[src/rtl/dtq_pkg.sv]
// package: shared constants, codes and types of the deadline timer queue
package dtq_pkg;

  // table geometry
  localparam int unsigned DEPTH    = 16;
  localparam int unsigned IDX_W    = (DEPTH > 1) ? $clog2(DEPTH) : 1;
  localparam int unsigned CNT_W    = $clog2(DEPTH + 1);
  localparam int unsigned MAX_POPS = 16;
  localparam int unsigned POP_W    = $clog2(MAX_POPS + 1);

  // field widths
  localparam int unsigned OP_W   = 3;
  localparam int unsigned TIME_W = 64;
  localparam int unsigned TAG_W  = 16;
  localparam int unsigned ST_W   = 2;

  // operation codes
  typedef enum logic [OP_W-1:0] {
    OP_TICK  = 3'd0,
    OP_REG   = 3'd1,
    OP_START = 3'd2,
    OP_STOP  = 3'd3,
    OP_READ  = 3'd4
  } op_e;

  // status codes
  typedef enum logic [ST_W-1:0] {
    ST_OK      = 2'd0,
    ST_NOT_RUN = 2'd1,
    ST_FULL    = 2'd2
  } status_e;

  // result kinds
  typedef enum logic {
    KIND_STATUS = 1'b0,
    KIND_EXPIRY = 1'b1
  } kind_e;

  // control sequencer states
  typedef enum logic [2:0] {
    S_IDLE,
    S_REPLY,
    S_INS_RD,
    S_INS_CMP,
    S_TK_RD,
    S_TK_CHK
  } state_e;

  // one table entry
  typedef struct packed {
    logic [TIME_W-1:0] deadline;
    logic [TAG_W-1:0]  owner;
  } entry_t;

  // table access request from the sequencer
  typedef struct packed {
    logic [IDX_W-1:0] head;
    logic             re;
    logic [CNT_W-1:0] rd_off;
    logic             we;
    logic [CNT_W-1:0] wr_off;
    entry_t           wdata;
  } tbl_req_t;

endpackage

[src/rtl/dtq_ifs.sv]
// interfaces: command channel and result channel with valid/ready
interface dtq_cmd_if;
  logic                         valid;
  logic                         ready;
  logic [dtq_pkg::OP_W-1:0]     op;
  logic [dtq_pkg::TIME_W-1:0]   delay;
  logic [dtq_pkg::TAG_W-1:0]    owner_tag;

  modport source (output valid, output op, output delay, output owner_tag, input ready);
  modport sink   (input valid, input op, input delay, input owner_tag, output ready);
endinterface

interface dtq_res_if;
  logic                         valid;
  logic                         ready;
  logic                         kind;
  logic [dtq_pkg::ST_W-1:0]     status;
  logic [dtq_pkg::TAG_W-1:0]    expired_owner;
  logic [dtq_pkg::TIME_W-1:0]   now_time;
  logic                         last;

  modport source (output valid, output kind, output status, output expired_owner,
                  output now_time, output last, input ready);
  modport sink   (input valid, input kind, input status, input expired_owner,
                  input now_time, input last, output ready);
endinterface

[src/rtl/deadline_timer_queue.sv]
// top level: deadline-sorted one-shot timer queue with a 64-bit time count
// The block takes one command at a time. Read time, start and stop give their
// status reply through the reply state. A register command, when running and
// not full, walks the table from its tail in a single memory, moving each
// entry at or after the new deadline up one slot and then writing the new
// entry into the hole. A tick reads entries from the head one at a time, pops
// up to 16 due entries and waits while the result side holds ready low. The
// table memory has a registered read. It holds DEPTH entries and needs no
// clearing after reset.
module deadline_timer_queue (
  input  logic      clk_i,
  input  logic      rst_ni,
  dtq_cmd_if.sink   in_i,
  dtq_res_if.source out_o
);

  typedef struct packed {
    logic                       kind;
    logic [dtq_pkg::ST_W-1:0]   status;
    logic [dtq_pkg::TAG_W-1:0]  owner;
    logic [dtq_pkg::TIME_W-1:0] now;
    logic                       last;
  } res_t;

  dtq_pkg::state_e            state_q, state_d;
  logic [dtq_pkg::TIME_W-1:0] time_q, time_d;
  logic                       running_q, running_d;
  logic [dtq_pkg::CNT_W-1:0]  count_q, count_d;
  logic [dtq_pkg::IDX_W-1:0]  head_q, head_d;
  logic [dtq_pkg::CNT_W-1:0]  k_q, k_d;
  logic [dtq_pkg::POP_W-1:0]  n_q, n_d;
  dtq_pkg::entry_t            newe_q, newe_d;
  logic [dtq_pkg::TAG_W-1:0]  pend_q, pend_d;
  logic                       have_pend_q, have_pend_d;
  logic [dtq_pkg::ST_W-1:0]   rep_st_q, rep_st_d;
  logic                       ov_q, ov_d;
  res_t                       res_q, res_d;

  dtq_pkg::tbl_req_t          req;
  dtq_pkg::entry_t            rdata;
  logic                       out_free;
  logic [dtq_pkg::TIME_W:0]   dl_sum;

  dtq_table u_table (
    .clk_i   (clk_i),
    .req_i   (req),
    .rdata_o (rdata)
  );

  assign out_free = !ov_q || out_o.ready;
  assign dl_sum   = {1'b0, time_q} + {1'b0, in_i.delay};

  // sequencer: next state, table requests and result loading
  always_comb begin
    state_d     = state_q;
    time_d      = time_q;
    running_d   = running_q;
    count_d     = count_q;
    head_d      = head_q;
    k_d         = k_q;
    n_d         = n_q;
    newe_d      = newe_q;
    pend_d      = pend_q;
    have_pend_d = have_pend_q;
    rep_st_d    = rep_st_q;
    ov_d        = ov_q && !out_o.ready;
    res_d       = res_q;
    in_i.ready  = 1'b0;
    req         = '0;
    req.head    = head_q;

    case (state_q)
      dtq_pkg::S_IDLE: begin
        in_i.ready = 1'b1;
        if (in_i.valid) begin
          case (in_i.op)
            dtq_pkg::OP_TICK: begin
              if (running_q) begin
                if (time_q != '1) begin
                  time_d = time_q + 1'b1;
                end
                n_d         = '0;
                have_pend_d = 1'b0;
                state_d     = dtq_pkg::S_TK_RD;
              end
            end
            dtq_pkg::OP_REG: begin
              state_d = dtq_pkg::S_REPLY;
              if (!running_q) begin
                rep_st_d = dtq_pkg::ST_NOT_RUN;
              end else if (count_q == dtq_pkg::CNT_W'(dtq_pkg::DEPTH)) begin
                rep_st_d = dtq_pkg::ST_FULL;
              end else begin
                newe_d.deadline = dl_sum[dtq_pkg::TIME_W] ? '1 : dl_sum[dtq_pkg::TIME_W-1:0];
                newe_d.owner    = in_i.owner_tag;
                k_d             = count_q;
                state_d         = dtq_pkg::S_INS_RD;
              end
            end
            dtq_pkg::OP_START: begin
              running_d = 1'b1;
              rep_st_d  = dtq_pkg::ST_OK;
              state_d   = dtq_pkg::S_REPLY;
            end
            dtq_pkg::OP_STOP: begin
              if (!running_q) begin
                rep_st_d = dtq_pkg::ST_NOT_RUN;
              end else begin
                running_d = 1'b0;
                count_d   = '0;
                rep_st_d  = dtq_pkg::ST_OK;
              end
              state_d = dtq_pkg::S_REPLY;
            end
            dtq_pkg::OP_READ: begin
              rep_st_d = dtq_pkg::ST_OK;
              state_d  = dtq_pkg::S_REPLY;
            end
            default: begin
            end
          endcase
        end
      end

      // status reply waits for a free output register
      dtq_pkg::S_REPLY: begin
        if (out_free) begin
          ov_d         = 1'b1;
          res_d.kind   = dtq_pkg::KIND_STATUS;
          res_d.status = rep_st_q;
          res_d.owner  = '0;
          res_d.now    = time_q;
          res_d.last   = 1'b1;
          state_d      = dtq_pkg::S_IDLE;
        end
      end

      // insertion: read the entry below the hole, or write the new entry at the head
      dtq_pkg::S_INS_RD: begin
        if (k_q == '0) begin
          req.we     = 1'b1;
          req.wr_off = '0;
          req.wdata  = newe_q;
          count_d    = count_q + 1'b1;
          rep_st_d   = dtq_pkg::ST_OK;
          state_d    = dtq_pkg::S_REPLY;
        end else begin
          req.re     = 1'b1;
          req.rd_off = k_q - 1'b1;
          state_d    = dtq_pkg::S_INS_CMP;
        end
      end

      // insertion: shift a later-or-equal entry up, or drop the new one in
      dtq_pkg::S_INS_CMP: begin
        req.we     = 1'b1;
        req.wr_off = k_q;
        if (rdata.deadline >= newe_q.deadline) begin
          req.wdata = rdata;
          k_d       = k_q - 1'b1;
          state_d   = dtq_pkg::S_INS_RD;
        end else begin
          req.wdata = newe_q;
          count_d   = count_q + 1'b1;
          rep_st_d  = dtq_pkg::ST_OK;
          state_d   = dtq_pkg::S_REPLY;
        end
      end

      // tick: fetch the head entry or finish
      dtq_pkg::S_TK_RD: begin
        if (count_q != '0 && n_q != dtq_pkg::POP_W'(dtq_pkg::MAX_POPS)) begin
          req.re     = 1'b1;
          req.rd_off = '0;
          state_d    = dtq_pkg::S_TK_CHK;
        end else if (!have_pend_q) begin
          state_d = dtq_pkg::S_IDLE;
        end else if (out_free) begin
          ov_d         = 1'b1;
          res_d.kind   = dtq_pkg::KIND_EXPIRY;
          res_d.status = dtq_pkg::ST_OK;
          res_d.owner  = pend_q;
          res_d.now    = time_q;
          res_d.last   = 1'b1;
          state_d      = dtq_pkg::S_IDLE;
        end
      end

      // tick: pop a due head entry or finish, holding each popped entry back to know the last flag
      dtq_pkg::S_TK_CHK: begin
        if (rdata.deadline <= time_q) begin
          if (!have_pend_q || out_free) begin
            if (have_pend_q) begin
              ov_d         = 1'b1;
              res_d.kind   = dtq_pkg::KIND_EXPIRY;
              res_d.status = dtq_pkg::ST_OK;
              res_d.owner  = pend_q;
              res_d.now    = time_q;
              res_d.last   = 1'b0;
            end
            pend_d      = rdata.owner;
            have_pend_d = 1'b1;
            head_d      = (head_q == dtq_pkg::IDX_W'(dtq_pkg::DEPTH - 1)) ? '0 : head_q + 1'b1;
            count_d     = count_q - 1'b1;
            n_d         = n_q + 1'b1;
            state_d     = dtq_pkg::S_TK_RD;
          end
        end else if (!have_pend_q) begin
          state_d = dtq_pkg::S_IDLE;
        end else if (out_free) begin
          ov_d         = 1'b1;
          res_d.kind   = dtq_pkg::KIND_EXPIRY;
          res_d.status = dtq_pkg::ST_OK;
          res_d.owner  = pend_q;
          res_d.now    = time_q;
          res_d.last   = 1'b1;
          state_d      = dtq_pkg::S_IDLE;
        end
      end

      default: begin
        state_d = dtq_pkg::S_IDLE;
      end
    endcase
  end

  // control registers
  always_ff @(posedge clk_i or negedge rst_ni) begin
    if (!rst_ni) begin
      state_q     <= dtq_pkg::S_IDLE;
      time_q      <= '0;
      running_q   <= 1'b0;
      count_q     <= '0;
      head_q      <= '0;
      k_q         <= '0;
      n_q         <= '0;
      have_pend_q <= 1'b0;
      ov_q        <= 1'b0;
    end else begin
      state_q     <= state_d;
      time_q      <= time_d;
      running_q   <= running_d;
      count_q     <= count_d;
      head_q      <= head_d;
      k_q         <= k_d;
      n_q         <= n_d;
      have_pend_q <= have_pend_d;
      ov_q        <= ov_d;
    end
  end

  // payload registers
  always_ff @(posedge clk_i) begin
    newe_q   <= newe_d;
    pend_q   <= pend_d;
    rep_st_q <= rep_st_d;
    res_q    <= res_d;
  end

  // result port
  assign out_o.valid         = ov_q;
  assign out_o.kind          = res_q.kind;
  assign out_o.status        = res_q.status;
  assign out_o.expired_owner = res_q.owner;
  assign out_o.now_time      = res_q.now;
  assign out_o.last          = res_q.last;

`ifndef SYNTHESIS
  a_count_bound: assert property (@(posedge clk_i) disable iff (!rst_ni)
    count_q <= dtq_pkg::CNT_W'(dtq_pkg::DEPTH))
    else $error("entry count above table depth");

  a_time_monotone: assert property (@(posedge clk_i) disable iff (!rst_ni)
    time_q >= $past(time_q))
    else $error("time count went backward");

  a_stop_clears: assert property (@(posedge clk_i) disable iff (!rst_ni)
    (in_i.valid && in_i.ready && in_i.op == dtq_pkg::OP_STOP && running_q)
    |=> (count_q == '0 && !running_q))
    else $error("stop did not clear the table");

  a_status_owner: assert property (@(posedge clk_i) disable iff (!rst_ni)
    (ov_q && res_q.kind == dtq_pkg::KIND_STATUS) |-> (res_q.owner == '0 && res_q.last))
    else $error("status reply with owner or without last");
`endif

endmodule

[src/rtl/dtq_table.sv]
// deadline table: circular single-port-read memory addressed relative to the head
module dtq_table (
  input  logic              clk_i,
  input  dtq_pkg::tbl_req_t req_i,
  output dtq_pkg::entry_t   rdata_o
);

  localparam int unsigned SUM_W = dtq_pkg::CNT_W + 1;

  dtq_pkg::entry_t            mem_q [dtq_pkg::DEPTH];
  dtq_pkg::entry_t            rdata_q;
  logic [dtq_pkg::IDX_W-1:0]  rd_addr;
  logic [dtq_pkg::IDX_W-1:0]  wr_addr;
  logic [SUM_W-1:0]           rd_sum;
  logic [SUM_W-1:0]           wr_sum;

  // map offsets from the head onto physical slots, wrapping once
  always_comb begin
    rd_sum = SUM_W'(req_i.head) + SUM_W'(req_i.rd_off);
    wr_sum = SUM_W'(req_i.head) + SUM_W'(req_i.wr_off);
    if (rd_sum >= SUM_W'(dtq_pkg::DEPTH)) begin
      rd_sum = rd_sum - SUM_W'(dtq_pkg::DEPTH);
    end
    if (wr_sum >= SUM_W'(dtq_pkg::DEPTH)) begin
      wr_sum = wr_sum - SUM_W'(dtq_pkg::DEPTH);
    end
    rd_addr = rd_sum[dtq_pkg::IDX_W-1:0];
    wr_addr = wr_sum[dtq_pkg::IDX_W-1:0];
  end

  // write port
  always_ff @(posedge clk_i) begin
    if (req_i.we) begin
      mem_q[wr_addr] <= req_i.wdata;
    end
  end

  // read port, data held until the next read
  always_ff @(posedge clk_i) begin
    if (req_i.re) begin
      rdata_q <= mem_q[rd_addr];
    end
  end

  assign rdata_o = rdata_q;

endmodule
[src/flat_wrapper.sv]
// flat-port wrapper written by rule: the top's interface ports become plain ports
module deadline_timer_queue_flat 
  (clk_i, rst_ni, in_i_valid, in_i_op, in_i_delay, in_i_owner_tag, in_i_ready, out_o_valid, out_o_kind, out_o_status, out_o_expired_owner, out_o_now_time, out_o_last, out_o_ready);
  dtq_cmd_if in_i_i ();
  dtq_res_if out_o_i ();
  input  logic clk_i;
  input  logic rst_ni;
  input wire logic [$bits(in_i_i.valid)-1:0] in_i_valid;
  input wire logic [$bits(in_i_i.op)-1:0] in_i_op;
  input wire logic [$bits(in_i_i.delay)-1:0] in_i_delay;
  input wire logic [$bits(in_i_i.owner_tag)-1:0] in_i_owner_tag;
  output wire logic [$bits(in_i_i.ready)-1:0] in_i_ready;
  output wire logic [$bits(out_o_i.valid)-1:0] out_o_valid;
  output wire logic [$bits(out_o_i.kind)-1:0] out_o_kind;
  output wire logic [$bits(out_o_i.status)-1:0] out_o_status;
  output wire logic [$bits(out_o_i.expired_owner)-1:0] out_o_expired_owner;
  output wire logic [$bits(out_o_i.now_time)-1:0] out_o_now_time;
  output wire logic [$bits(out_o_i.last)-1:0] out_o_last;
  input wire logic [$bits(out_o_i.ready)-1:0] out_o_ready;
  assign in_i_i.valid = in_i_valid;
  assign in_i_i.op = in_i_op;
  assign in_i_i.delay = in_i_delay;
  assign in_i_i.owner_tag = in_i_owner_tag;
  assign in_i_ready = in_i_i.ready;
  assign out_o_valid = out_o_i.valid;
  assign out_o_kind = out_o_i.kind;
  assign out_o_status = out_o_i.status;
  assign out_o_expired_owner = out_o_i.expired_owner;
  assign out_o_now_time = out_o_i.now_time;
  assign out_o_last = out_o_i.last;
  assign out_o_i.ready = out_o_ready;
  deadline_timer_queue u_core (.clk_i(clk_i), .rst_ni(rst_ni), .in_i(in_i_i), .out_o(out_o_i));
endmodule
[config.mk]
export PLATFORM = sky130hd
export DESIGN_NAME = deadline_timer_queue_flat
export DESIGN_NICKNAME = d
export VERILOG_FILES = /design/src/rtl/dtq_pkg.sv /design/src/rtl/dtq_ifs.sv /design/src/rtl/deadline_timer_queue.sv /design/src/rtl/dtq_table.sv /design/src/flat_wrapper.sv
export SDC_FILE = /design/constraint.sdc
export NUM_CORES = 2
export LEC_CHECK = 0
export ABC_CLOCK_PERIOD_IN_PS = 25000
export CELL_PAD_IN_SITES_DETAIL_PLACEMENT = 0
export CELL_PAD_IN_SITES_GLOBAL_PLACEMENT = 2
export CORE_MARGIN = 3
export CORE_UTILIZATION = 30
export DETAILED_ROUTE_END_ITERATION = 6
export DONT_BUFFER_PORTS = 1
export GPL_ROUTABILITY_DRIVEN = 0
export GPL_TIMING_DRIVEN = 0
export PLACE_DENSITY = 0.65
export REMOVE_ABC_BUFFERS = 1
export SYNTH_ARGS = -nofsm -noshare
export SYNTH_HDL_FRONTEND = slang
export SYNTH_HIERARCHICAL = 1
export SYNTH_SLANG_ARGS = --single-unit
[constraint.sdc]
create_clock -name clk_i -period 25 [get_ports clk_i]
set_input_delay 1.25 -clock clk_i [delete_from_list [all_inputs] [get_ports clk_i]]
set_output_delay 1.25 -clock clk_i [all_outputs]
set_load 0.05 [all_outputs]
==> flow_metrics.py <==
metrics = {
    "route": {
        "routed_via_density": 5.20,
        "dr.pass1.iters": 7,
        "wl_um": 210000,
        "drt-initial-drc-count": 3456,
        "vias": 41000,
        "drc": 0,
        "postRouteAntennaNets": 0,
        "routedWlPerCell_um": 26.6,
    },
    "pwr": {
        "leakagePower_nw": 26.5,
        "peakVddDrop_mv": 0.0726,
        "total_power_w": 0.00783,
        "p_per_area_mw_per_mm2": 92.5,
    },
    "finish": {
        "n_fill_cell": 22164,
        "multi_input_area_mm2": 0.0216,
        "area.growth.synth_to_final_pct": 17.9,
        "fin_nets": 4881,
        "ff_latch_area_mm2": 0.0485,
        "drive_gt1_share_pct": 21.8,
    },
    "grt": {
        "gr-usage-all-layers_pct": 16.9,
        "grt_max_degree": 90,
        "gr-total-overflow": 0,
        "grt_pass1_vias": 41098,
        "grt_pass1_wl_um": 304000,
        "grtUsageMet2_pct": 26.4,
        "use_met1_pct": 24.7,
        "busiest_layer": "met2",
        "met3_usage_pct": 2.87,
        "antenna_found_initial": 33,
    },
    "sta": {
        "rsz0062_at_grt": "no",
        "finalMaxSlewViolations": 0,
        "fin_crit_sh_pct": 24.4,
        "slew_headroom_pct": 23.6,
        "period_minus_slack_ns": 6.11,
        "finalSetupViolCount": 0,
        "fin_skew_ns": 0.0621,
        "worst_pin_slew_ns": 1.15,
        "hold_violations": 0,
        "fmax_ghz": 0.164,
        "setup_tns_ns": 0,
    },
    "clocking": {
        "cts_resized": 0,
        "clockBufferDepth": 3,
        "cts_num_sinks": 1631,
        "hold_buffers": 0,
        "clk_latency_ns": 0.84,
        "cts_tree": "yes",
        "cts_setup_buffers": 0,
        "cts_root_buffer": "clkbuf_16",
        "clk_pin_slew_ns": 0.06,
        "cts_buffers": 170,
        "htreeDepth": 4,
    },
    "synth": {
        "synth.cell_area_mm2": 0.0718,
        "yosysWarnings": 6,
        "synthCells": 4345,
        "avgSynthCellArea_um2": 16.5,
    },
    "worst_setup_path": {
        "cp.arrival_ns": 6.67,
        "end_kind": "flip-flop",
        "start_kind": "flip-flop",
        "crit_type": "flip-flop to flip-flop",
        "cp_max_fo": 43,
        "crit_required_ns": 25.57,
    },
    "worst_hold_path": {
        "hp-class": "primary input to asynchronous set/reset pin",
    },
    "die": {
        "core_area_mm2": 0.237,
        "start_util_pct": 30.3,
        "dieArea_mm2": 0.245,
        "num_rows": 178,
        "fp.dieH_um": 495,
        "die_w_um": 495,
        "boundaryPins": 173,
    },
    "run": {
        "maxCapViolations": 0,
    },
    "place": {
        "place_hpwl_um": 149000,
        "port_buffers": 0,
    },
    "run_status": {
        "status": "finished, final reports clean",
    },
}
[per-layer routing]
metal | wire length (um) | up-vias
li1 | - | 17834
met1 | 97000 | 21708
met2 | 96700 | 1206
met3 | 12300 | 242
met4 | 3980 | 10
met5 | 67 | -
[path summary, 6_finish.rpt]
path	start	end	slack, ns	cells past startpoint
min in group clk_i	u_core/u_table/rdata_o[3]	u_core/pend_q[3]	0.46	0
worst min register to register	u_core/u_table/rdata_o[3]	u_core/pend_q[3]	0.46	0
max in group asynchronous	rst_ni	u_core/count_q[1]	24.66	0
worst max register to register	u_core/k_q[0]	u_core/u_table/rdata_o[33]	18.89	17
worst max-delay path	u_core/k_q[0]	u_core/u_table/rdata_o[33]	18.89	17
worst min-delay path	rst_ni	u_core/time_q[0]	0.13	0
[where the power goes]
group | switching (W) | total (W) | internal, W
logic | 0.000981 | 0.00175 | 0.000772
clock network | 0.00112 | 0.00261 | 0.00149
registers | 0.000309 | 0.00346 | 0.00315
[critical path: stages, from the launching register on]
cell	delay (ns)
dfrtp_1	0.42
inv_1	0.16
ha_1	0.16
nor4b_1	0.76
nor2_1	0.15
nand2_1	0.34
nor2_1	0.11
ha_1	0.46
a21oi_1	0.34
and3_4	0.78
buf_16	0.31
buf_16	0.29
buf_16	0.27
nor2_4	0.17
buf_16	0.20
buf_12	0.17
buf_12	0.18
o211ai_1	0.39
[final cells by class]
type                       count  area share (%)
tap                         3150            4.66
inverter                     165           0.738
clock buffer                 201            5.19
sequential                  1631            57.3
clock inverter               118            1.66
timing repair buffer         293            4.88
antenna                        6          0.0177
multi-input combinational   2322            25.5
[placed cells by master, fill, tap and decap left out, types with 14 or more instances in the layout]
cell,n
buf_6,189
a211o_1,82
clkbuf_16,170
o21bai_1,15
mux4_2,320
o31ai_1,14
ha_1,206
dfrtp_1,89
nand2_2,40
a21oi_1,127
o211ai_1,170
nor3_1,35
nand2b_1,14
edfxtp_1,1542
nand3_1,55
bufinv_16,20
nand4_1,52
xnor2_1,89
nor2b_1,15
clkbuf_1,29
a22o_1,82
a31oi_1,18
o21ai_0,66
nor2_1,82
and3_1,26
clkinv_1,36
buf_12,40
a21o_1,92
xor2_1,35
nand2_1,387
nor3_2,21
buf_16,27
mux2_2,63
inv_1,163
mux2i_1,24
buf_8,24
clkinv_2,27
[per-stage QoR]
| step | hold WS [ns] | utilization [%] | worst slack (ns) | cell area [um2] | instances |
|---|---|---|---|---|---|
| 2_1_floorplan | 0.427 | - | 10.21 | 70500 | 4118 |
| 6_report | 0.133 | 35.8 | 18.89 | 84600 | 7886 |
| 3_3_place_gp | 0.438 | 31.5 | -1.79 | 74500 | 7268 |
| 5_1_grt | 0.0657 | 35.7 | 18.75 | 84600 | 7885 |
| 4_1_cts | 0.0377 | 35.7 | 18.43 | 84600 | 7879 |
| 3_5_place_dp | 0.441 | 33.3 | 18.47 | 78800 | 7560 |
[state kept, by name (all words and copies together) (netlist names), 3 cells and up]
name,cells
u_core/state_q,3
u_core/time_q,64
u_core/k_q,5
u_core/out_o.expired_owner,16
u_core/n_q,5
u_core/u_table/rdata_o,80
u_core/newe_q,80
u_core/out_o.now_time,64
u_core/count_q,5
u_core/pend_q,16
u_core/head_q,4
u_core/u_table/mem_q,1280
(Power assumes the default switching activity.)
